File: src/rtl/cfd_pkg.sv
// ----------------------------------------------------------------------------
// cfd_pkg
// Shared types, constants and the CRC-8 byte update for the COBS frame
// decoder.
// ----------------------------------------------------------------------------
package cfd_pkg;

    localparam int unsigned MAX_FRAME_BYTES_DEF = 256;

    localparam logic [7:0] CRC_POLY      = 8'h07;
    localparam int unsigned CRC_TOP_BIT  = 7;
    localparam logic [7:0] CODE_FULL     = 8'hFF;
    localparam logic [7:0] DELIMITER     = 8'h00;
    localparam logic [8:0] LEN_FIELD_MAX = 9'd511;

    typedef enum logic [1:0] {
        STATUS_OK        = 2'd0,
        STATUS_CRC_ERR   = 2'd1,
        STATUS_SHORT     = 2'd2,
        STATUS_MALFORMED = 2'd3
    } frame_status_t;

    typedef struct packed {
        logic [7:0]    out_byte;
        logic [7:0]    byte_position;
        logic          frame_end;
        logic [8:0]    frame_length;
        frame_status_t frame_status;
    } result_t;

    // CRC-8, MSB first, one byte per call
    function automatic logic [7:0] crc8_byte(input logic [7:0] rem, input logic [7:0] d);
        logic [7:0] r;
        r = rem ^ d;
        for (int b = 0; b < 8; b++) begin
            if (r[CRC_TOP_BIT]) begin
                r = {r[6:0], 1'b0} ^ CRC_POLY;
            end else begin
                r = {r[6:0], 1'b0};
            end
        end
        return r;
    endfunction

endpackage

File: src/rtl/cfd_decode.sv
// ----------------------------------------------------------------------------
// cfd_decode
// Per-byte COBS decode state, CRC-8 accumulation and result formation.
// ----------------------------------------------------------------------------
module cfd_decode #(
    parameter int unsigned MAX_FRAME_BYTES = cfd_pkg::MAX_FRAME_BYTES_DEF
) (
    input  logic             aclk,
    input  logic             aresetn,
    input  logic             step,      // process rx_byte this cycle
    input  logic [7:0]       rx_byte,
    output logic             res_valid, // this byte yields an item
    output cfd_pkg::result_t res
);

    localparam int unsigned CW = $clog2(MAX_FRAME_BYTES + 1);
    localparam int unsigned LW = (CW > 9) ? CW : 9;

    logic [7:0]    group_left_reg,   group_left_next;
    logic          group_full_reg,   group_full_next;
    logic          expect_code_reg,  expect_code_next;
    logic          zero_pending_reg, zero_pending_next;
    logic [7:0]    held_byte_reg,    held_byte_next;
    logic          held_valid_reg,   held_valid_next;
    logic [7:0]    crc_reg,          crc_next;
    logic [CW-1:0] count_reg,        count_next;
    logic          fault_reg,        fault_next;

    logic          take;
    logic [7:0]    take_data;
    logic [7:0]    left_dec;
    logic [LW-1:0] cnt_ext;

    assign cnt_ext = LW'(count_reg);

    always_comb begin
        group_left_next   = group_left_reg;
        group_full_next   = group_full_reg;
        expect_code_next  = expect_code_reg;
        zero_pending_next = zero_pending_reg;
        held_byte_next    = held_byte_reg;
        held_valid_next   = held_valid_reg;
        crc_next          = crc_reg;
        count_next        = count_reg;
        fault_next        = fault_reg;
        res_valid         = 1'b0;
        res               = '0;
        take              = 1'b0;
        take_data         = rx_byte;
        left_dec          = group_left_reg - {7'd0, (group_left_reg != 8'd0)};

        if (rx_byte == cfd_pkg::DELIMITER) begin
            // end item, then back to the reset state
            res_valid     = 1'b1;
            res.frame_end = 1'b1;
            if (cnt_ext > LW'(cfd_pkg::LEN_FIELD_MAX)) begin
                res.frame_length = cfd_pkg::LEN_FIELD_MAX;
            end else begin
                res.frame_length = cnt_ext[8:0];
            end
            if (fault_reg || !expect_code_reg) begin
                res.frame_status = cfd_pkg::STATUS_MALFORMED;
            end else if (cnt_ext < LW'(2)) begin
                res.frame_status = cfd_pkg::STATUS_SHORT;
            end else if (crc_reg != 8'd0) begin
                res.frame_status = cfd_pkg::STATUS_CRC_ERR;
            end else begin
                res.frame_status = cfd_pkg::STATUS_OK;
            end
            group_left_next   = 8'd0;
            group_full_next   = 1'b0;
            expect_code_next  = 1'b1;
            zero_pending_next = 1'b0;
            held_byte_next    = 8'd0;
            held_valid_next   = 1'b0;
            crc_next          = 8'd0;
            count_next        = '0;
            fault_next        = 1'b0;
        end else if (expect_code_reg) begin
            // code byte; the owed zero of the previous group is decoded now
            take              = zero_pending_reg;
            take_data         = 8'd0;
            zero_pending_next = 1'b0;
            group_left_next   = rx_byte - 8'd1;
            group_full_next   = (rx_byte == cfd_pkg::CODE_FULL);
            if (rx_byte == 8'd1) begin
                expect_code_next  = 1'b1;
                zero_pending_next = 1'b1;
            end else begin
                expect_code_next = 1'b0;
            end
        end else begin
            take            = 1'b1;
            group_left_next = left_dec;
            if (left_dec == 8'd0) begin
                expect_code_next  = 1'b1;
                zero_pending_next = !group_full_reg;
            end
        end

        if (take && !fault_reg) begin
            if (count_reg >= CW'(MAX_FRAME_BYTES)) begin
                fault_next = 1'b1;
            end else begin
                // previous byte goes out; the newest stays held (CRC byte never shown)
                if (held_valid_reg && (count_reg != '0)) begin
                    res_valid         = 1'b1;
                    res.out_byte      = held_byte_reg;
                    res.byte_position = 8'(cnt_ext - LW'(1));
                end
                held_byte_next  = take_data;
                held_valid_next = 1'b1;
                crc_next        = cfd_pkg::crc8_byte(crc_reg, take_data);
                count_next      = count_reg + CW'(1);
            end
        end
    end

    always_ff @(posedge aclk) begin
        if (!aresetn) begin
            group_left_reg   <= 8'd0;
            group_full_reg   <= 1'b0;
            expect_code_reg  <= 1'b1;
            zero_pending_reg <= 1'b0;
            held_byte_reg    <= 8'd0;
            held_valid_reg   <= 1'b0;
            crc_reg          <= 8'd0;
            count_reg        <= '0;
            fault_reg        <= 1'b0;
        end else if (step) begin
            group_left_reg   <= group_left_next;
            group_full_reg   <= group_full_next;
            expect_code_reg  <= expect_code_next;
            zero_pending_reg <= zero_pending_next;
            held_byte_reg    <= held_byte_next;
            held_valid_reg   <= held_valid_next;
            crc_reg          <= crc_next;
            count_reg        <= count_next;
            fault_reg        <= fault_next;
        end
    end

endmodule

File: src/rtl/cobs_frame_decoder_crc8.sv
// ----------------------------------------------------------------------------
// cobs_frame_decoder_crc8
// Streaming COBS frame decoder with CRC-8 (poly 0x07) frame check.
// ----------------------------------------------------------------------------
// Usage:
//   s_ channel: one encoded link byte per item; 0x00 is the frame delimiter.
//   m_ channel: data items (decoded bytes, one behind, so the trailing CRC
//     byte is never shown) and one end item per delimiter (m_tlast = 1)
//     carrying the frame length and status in frame_length / m_tuser.
//   Status: 0 ok, 1 CRC mismatch, 2 fewer than two bytes, 3 malformed or
//     longer than MAX_FRAME_BYTES (no data items past the limit).
//   Path: an accepted item sits in the input register, is decoded there, and
//     its result is loaded into the result register and shown on m_.
//   Throughput: one item per cycle while not stalled; the per-byte decode and
//     CRC update are combinational between the input and result registers.
//   Stall: the input register keeps taking an item while a result waits in
//     the output register; an item that yields no result still moves on.
//     s_tready falls only when the held byte makes a result, the result
//     register is full and m_tready is low.
//   Reset: synchronous, active low; clears the frame state (expecting a code
//     byte) and empties both registers.
// ----------------------------------------------------------------------------
module cobs_frame_decoder_crc8 #(
    parameter int unsigned MAX_FRAME_BYTES = cfd_pkg::MAX_FRAME_BYTES_DEF
) (
    input  logic        aclk,
    input  logic        aresetn,
    input  logic        s_tvalid,
    output logic        s_tready,
    input  logic [7:0]  s_tdata,   // [7:0] rx_byte
    output logic        m_tvalid,
    input  logic        m_tready,
    output logic [31:0] m_tdata,   // [7:0] out_byte, [15:8] byte_position,
                                   // [24:16] frame_length, [31:25] zero
    output logic        m_tlast,   // frame_end
    output logic [1:0]  m_tuser    // frame_status
);

    // input register
    logic       in_valid_reg;
    logic [7:0] in_byte_reg;

    // result register
    logic             out_valid_reg;
    cfd_pkg::result_t out_reg;

    logic             advance;
    logic             res_valid;
    cfd_pkg::result_t res;

    cfd_decode #(
        .MAX_FRAME_BYTES(MAX_FRAME_BYTES)
    ) u_decode (
        .aclk     (aclk),
        .aresetn  (aresetn),
        .step     (advance),
        .rx_byte  (in_byte_reg),
        .res_valid(res_valid),
        .res      (res)
    );

    // a byte moves on unless it makes a result and the result slot stays full
    assign advance  = in_valid_reg && (!res_valid || !out_valid_reg || m_tready);
    assign s_tready = !in_valid_reg || advance;

    always_ff @(posedge aclk) begin
        if (!aresetn) begin
            in_valid_reg <= 1'b0;
        end else if (s_tready) begin
            in_valid_reg <= s_tvalid;
        end
    end

    always_ff @(posedge aclk) begin
        if (s_tready) begin
            in_byte_reg <= s_tdata;
        end
    end

    always_ff @(posedge aclk) begin
        if (!aresetn) begin
            out_valid_reg <= 1'b0;
        end else if (advance && res_valid) begin
            out_valid_reg <= 1'b1;
        end else if (m_tready) begin
            out_valid_reg <= 1'b0;
        end
    end

    always_ff @(posedge aclk) begin
        if (advance && res_valid) begin
            out_reg <= res;
        end
    end

    assign m_tvalid = out_valid_reg;
    assign m_tdata  = {7'd0, out_reg.frame_length, out_reg.byte_position, out_reg.out_byte};
    assign m_tlast  = out_reg.frame_end;
    assign m_tuser  = out_reg.frame_status;

endmodule
File: config.mk
export PLATFORM = sky130hd
export DESIGN_NAME = cobs_frame_decoder_crc8
export DESIGN_NICKNAME = d
export VERILOG_FILES = /design/src/rtl/cfd_pkg.sv /design/src/rtl/cfd_decode.sv /design/src/rtl/cobs_frame_decoder_crc8.sv
export SDC_FILE = /design/constraint.sdc
export NUM_CORES = 1
export LEC_CHECK = 0
export ABC_AREA = 1
export BUFFER_PORTS_ARGS = -buffer_cell sky130_fd_sc_hd__buf_2
export CAP_MARGIN = 20
export CORE_MARGIN = 2
export CORE_UTILIZATION = 35
export CTS_CLUSTER_DIAMETER = 40
export CTS_CLUSTER_SIZE = 25
export DETAILED_ROUTE_END_ITERATION = 10
export PLACE_DENSITY = 0.48
export SYNTH_ARGS = -nofsm -noshare
export SYNTH_HDL_FRONTEND = slang
export SYNTH_SLANG_ARGS = --single-unit
File: constraint.sdc
create_clock -name aclk -period 3.73 [get_ports aclk]
set_input_delay 0.1865 -clock aclk [delete_from_list [all_inputs] [get_ports aclk]]
set_output_delay 0.1865 -clock aclk [all_outputs]
set_load 0.02 [all_outputs]
; After elaboration in Yosys (flattened, before gate mapping)
; Index checks and enable logic that the tools add are counted.
[classes]
reduce_logical = 25
addsub = 4
eq_ne = 2
n_lt_le_gt_ge = 3
muxes = 63
n_bitwise = 11
[op_table]
columns = operator, n
row1 = 2-to-1 mux 8 bit, 24
row2 = 2-to-1 mux 9 bit, 4
row3 = 2-to-1 mux 1 bit, 24
row4 = 2-to-1 mux 3 bit, 8
row5 = inverter 3 bit, 8
row6 = logical NOT 8 bit, 2
row7 = nonzero test 8 bit, 2
row8 = subtractor 8 x 1 -> 8 bit (second input constant), 2
row9 = 2-to-1 mux 12 bit, 1
row10 = adder 9 x 1 -> 9 bit (second input constant), 1
row11 = greater-or-equal comparator 9 bit (second input constant), 1
row12 = greater-than comparator 9 bit (second input constant), 1
row13 = < comparator 9 x 2 -> 1 bit (second input constant), 1
row14 = nonzero test 9 bit, 1
row15 = == test 8 x 1 -> 1 bit (second input constant), 1
row16 = == test 8 bit (second input constant), 1
row17 = subtractor 8 x 1 -> 8 bit, 1
row18 = bitwise XOR 8 bit, 1
row19 = logical NOT 1 bit, 6
row20 = logical AND 1 bit, 4
row21 = logical OR 1 bit, 4
row22 = 2-to-1 mux 2 bit, 2
row23 = AND reduction 2 bit, 2
row24 = nonzero test 2 bit, 2
row25 = 3 further kinds, 4
[word_totals]
output_inout_bits = 37
regBits = 76

; Longest topological paths before layout
[logic_depth]
word_depth = 35
mapped_depth = 16
ltp_nobuf = 16

; By module
; A second synthesis with hierarchy kept.
[hier_totals]
hier_cells = 472
hier_area_um2 = 4083.9
[modules_own_cells]
columns = mod, n_inst, cells_per_inst, area_each_um2, seq_area_each_um2
row1 = cfd_decode, 1, 412, 2835.2, 760.7
row2 = cobs_frame_decoder_crc8, 1, 60, 1248.7, 1121.1

; Worst setup path after synthesis
; OpenSTA, ideal clock, no wires.
[synth_path]
path_kind = register to register
from = register in_byte_reg[0]
to = register out_reg, in the netlist m_tdata[0] (enable)
path_slack_ps = 1039
stages_incl_launch_ff = 13
synth_period_minus_slack_ps = 2691
arrival_time_ps = 2307
path_buffers = 0
setup_time_ps = 383
cell_sequence = edfxtp_1 inv_1 ha_1 nand2_2 nor2_2 nand2_4 nand3_4 nor2_8 nand2_4 nand2_4 a21oi_4 nand2_1 inv_1
[synth_via]
elab_chain_cells = 10
elab_cells_between_ends = 12
classes_between = mux (5) / reduce/logical (7)
[synth_rtl]
columns = item, line
row1 = from (decl), cobs_frame_decoder_crc8.sv:41  ; logic [7:0] in_byte_reg;
row2 = from (signal assigned), cobs_frame_decoder_crc8.sv:76  ; in_byte_reg <= s_tdata;
row3 = logical NOT 8 bit (*), cfd_decode.sv:52  ; if (rx_byte == cfd_pkg::DELIMITER) begin
row4 = 2-to-1 mux 1 bit, cfd_decode.sv:52
row5 = 2-to-1 mux 1 bit, cfd_decode.sv:106  ; if (held_valid_reg && (count_reg != '0)) begin
row6 = 2-to-1 mux 1 bit, cfd_decode.sv:102  ; if (count_reg >= CW'(MAX_FRAME_BYTES)) begin
row7 = 2-to-1 mux 1 bit (*), cfd_decode.sv:101  ; if (take && !fault_reg) begin
row8 = logical NOT 1 bit, cobs_frame_decoder_crc8.sv:63  ; assign advance = in_valid_reg && (!res_valid || !out_valid_reg || m_tready);
row9 = logical OR 1 bit (2 in series), cobs_frame_decoder_crc8.sv:63
row10 = logical AND 1 bit, cobs_frame_decoder_crc8.sv:63
row11 = logical AND 1 bit (*), cobs_frame_decoder_crc8.sv:91  ; if (advance && res_valid) begin
row12 = to (signal assigned), cobs_frame_decoder_crc8.sv:92  ; out_reg <= res;
row13 = to (decl), cobs_frame_decoder_crc8.sv:45  ; cfd_pkg::result_t out_reg;
; Every way passes the cells marked *; elsewhere a longest branch is shown, timed or not.
; A chain may end at the register's enable or synchronous reset.

; Final worst setup path
[layout_path]
from = register in_byte_reg[0]
to = output s_tready
[layout_via]
elab_chain_cells = 10
elab_cells_between_ends = 12
classes_between = mux (5) / reduce/logical (7)
[layout_rtl]
columns = item, line
row1 = logical NOT 8 bit (*), cfd_decode.sv:52
row2 = 2-to-1 mux 1 bit, cfd_decode.sv:52
row3 = 2-to-1 mux 1 bit, cfd_decode.sv:106
row4 = 2-to-1 mux 1 bit, cfd_decode.sv:102
row5 = 2-to-1 mux 1 bit (*), cfd_decode.sv:101
row6 = logical NOT 1 bit (*), cobs_frame_decoder_crc8.sv:63
row7 = logical OR 1 bit (*) (2 in series), cobs_frame_decoder_crc8.sv:63
row8 = logical AND 1 bit (*), cobs_frame_decoder_crc8.sv:63
row9 = logical OR 1 bit (*), cobs_frame_decoder_crc8.sv:64  ; assign s_tready = !in_valid_reg || advance;
row10 = to (decl), cobs_frame_decoder_crc8.sv:29  ; output logic s_tready,
; Marks and branches as above.

==> results.cfg <==
[status]
status = complete, no violations

[synthesis]
synthArstFlopShare = 0
yosysWarnings = 0
avgSynthCellArea_um2 = 8.290
syn-cell-area_um2 = 4212
synth_cell_type_count = 39
syn_inst = 508
seq_area_frac_synth = 0.4468
ys_ff_latch = 76
synthFlopType = dfxtp_1
synth-edff-count = 36

[timing]
setup_violations = 0
fin_skew_ps = 9.073
rsz0062_at_grt = no
worst_pin_slew_ps = 967.2
setup_tns_ps = 0
final_max_slew_viol_count = 0
fin_crit_sh = 0.8406
fmax_mhz = 318.9
hold_violations = 0
maxSlewHeadroom = 0.3545
hold_ws_ps = 18.71
fin_crit_ps = 3135

[drt]
drt_iter0_drc = 189
drtPass1Iterations = 8
ant_nets = 0
wire_per_inst_um = 14.53
drt-total-wl_um = 10130
vias = 3450
routed_via_density = 4.950
drc = 0

[critical_path]
worst_path_largest_cell_delay_ps = 480
critPathCaptureType = output pin
cp_top_family = simple AND/OR/NAND/NOR gates
rr_startpoint = in_byte_reg[0]
cp_max_fo = 20
critPathKind = reg -> out
crit_chain = inv_1 > ha_1 > nand2_2 > nor2_2 > nand2_4 > nand3_4 > nor2_8 > nand2_4 > nand2_4 > nand3_1 > buf_2
cp_num_buf_inv = 2
reg2reg_slack_ps = 830
path_common_cell = nand2_4
reg2reg_depth = 14
cp.required_ps = 3540
r2r-end = u_decode.held_byte_reg[5]
critPathSlowestCell = edfxtp_1
cp_data_arrival_time_ps = 2950
crit_path_start_kind = register

[floorplanning]
dieArea_um2 = 12930
die_h_um = 113.7
start_util = 0.3551
core-area_um2 = 11860
row_count = 40
die_w_um = 113.7
ioPinCount = 49

[power_and_ir_drop]
seqPwrFrac = 0.450
p_clk_frac = 0.428
sw_frac_of_total = 0.2596
p_per_area_nw_per_um2 = 428.0
internal_power_mw = 1.507
irDropWorstVdd_mv = 0.2544
switching_power_uw = 528.3
p_leak_nw = 1.906
comb_power_share = 0.122

[cts]
postCtsHoldBufs = 0
clockBufferDepth = 2
cts_tree = yes
path_clk_slew_ps = 50
h-tree-depth = 3
clock_latency_ps = 340
cts_buffers = 9
cts_setup_buffers = 0
cts_root_buf = clkbuf_16
ctsResizeCount = 0
clock_sinks = 76

[place]
hpwl_um = 7274
place.port_buffers = 41
globalplace.congestion = 0.8503

[cells_and_area]
diodes = 0
final_common_cell = nand2_1
largest_reg_flops = 25
layout_common_cells = nand2_1, nor2_1, inv_1
drive_above_1_share = 0.1655
fin_nets = 566
area_growth_pct = 12.92

[global_routing]
track_usage = 0.1677
grt-ovfl-total = 0
grt_antenna_before_repair = 0
grt_pass1_vias = 3394
grt_max_degree = 30
grt_first_pass_wirelength_um = 16710

[run]
max_cap_viol_count = 0

[hold_path]
min_to = in_byte_reg[7]
min_path_type = in -> reg
min_from = s_tdata[7]
min_path_cells = 1
through the flow:
stage	power, mW	instances	instance area (µm²)	setup slack [ps]	utilization
global placement	1.183	681	4461	922.9	0.3761
floorplan	1.131	514	4234	1039	-
CTS	2.061	697	4756	537.8	0.4009
detailed placement	1.181	681	4461	807.8	0.3761
finish	2.035	697	4756	594.6	0.4009
global route	2.135	697	4756	319.2	0.4009
worst max path at each step:
| stage | from | end | slack [ps] | cells past startpoint |
|---|---|---|---|---|
| floorplan | in_byte_reg[0] | m_tdata[0] | 1040 | 12 |
| global placement | in_byte_reg[0] | u_decode.crc_reg[7] | 920 | 14 |
| detailed placement | in_byte_reg[0] | u_decode.held_byte_reg[5] | 810 | 14 |
| CTS | in_byte_reg[0] | s_tready | 540 | 11 |
| global route | in_byte_reg[0] | s_tready | 320 | 11 |
| finish | in_byte_reg[0] | s_tready | 590 | 11 |
synthesized netlist by cell type, types with 7 or more instances:
master | n | share of area
a21oi_1 | 38 | 0.045
buf_4 | 8 | 0.014
dfxtp_1 | 40 | 0.19
edfxtp_1 | 36 | 0.26
ha_1 | 9 | 0.027
inv_1 | 56 | 0.050
nand2_1 | 79 | 0.070
nand3_1 | 50 | 0.059
nor2_1 | 57 | 0.051
o21ai_0 | 30 | 0.036
o31ai_1 | 7 | 0.012
xor2_1 | 21 | 0.044
final cells by class:
| type | instances | area, µm² |
|---|---|---|
| Clock buffer | 12 | 246.5 |
| Clock inverter | 4 | 48.80 |
| Fill cell | 1210 | 7106 |
| Inverter | 61 | 229.0 |
| Multi-Input combinational cell | 353 | 1938 |
| Sequential cell | 76 | 1882 |
| Tap cell | 147 | 183.9 |
| Timing Repair Buffer | 44 | 227.7 |
power groups by stage:
stage / combinational, mW / sequential [mW] / clock (mW)
after floorplan: 0.207 / 0.923 / 0
after global placement: 0.249 / 0.934 / 0
after detailed placement: 0.248 / 0.933 / 0
after CTS: 0.249 / 0.916 / 0.897
after global routing: 0.284 / 0.919 / 0.932
final: 0.248 / 0.916 / 0.872
logic make-up after synthesis:
kind of cell	Yosys count	share of synthesized area
simple gates	218	0.2454
compound gates	96	0.1340
buf+inv	85	0.09833
flops	76	0.4468
xor+xnor	23	0.04783
fa+ha+maj	9	0.02674
other cells	1	0.0008904
per-layer routing:
layer,global-route usage,routed length [µm],vias up,part of all wire
met1,0.2048,4670,1604,0.46
met2,0.2858,4811,78,0.48
met5,0,0,-,0
li1,-,-,1758,-
met4,0.04878,149,0,0.015
met3,0.05207,493,10,0.049
(Power assumes the default switching activity.)
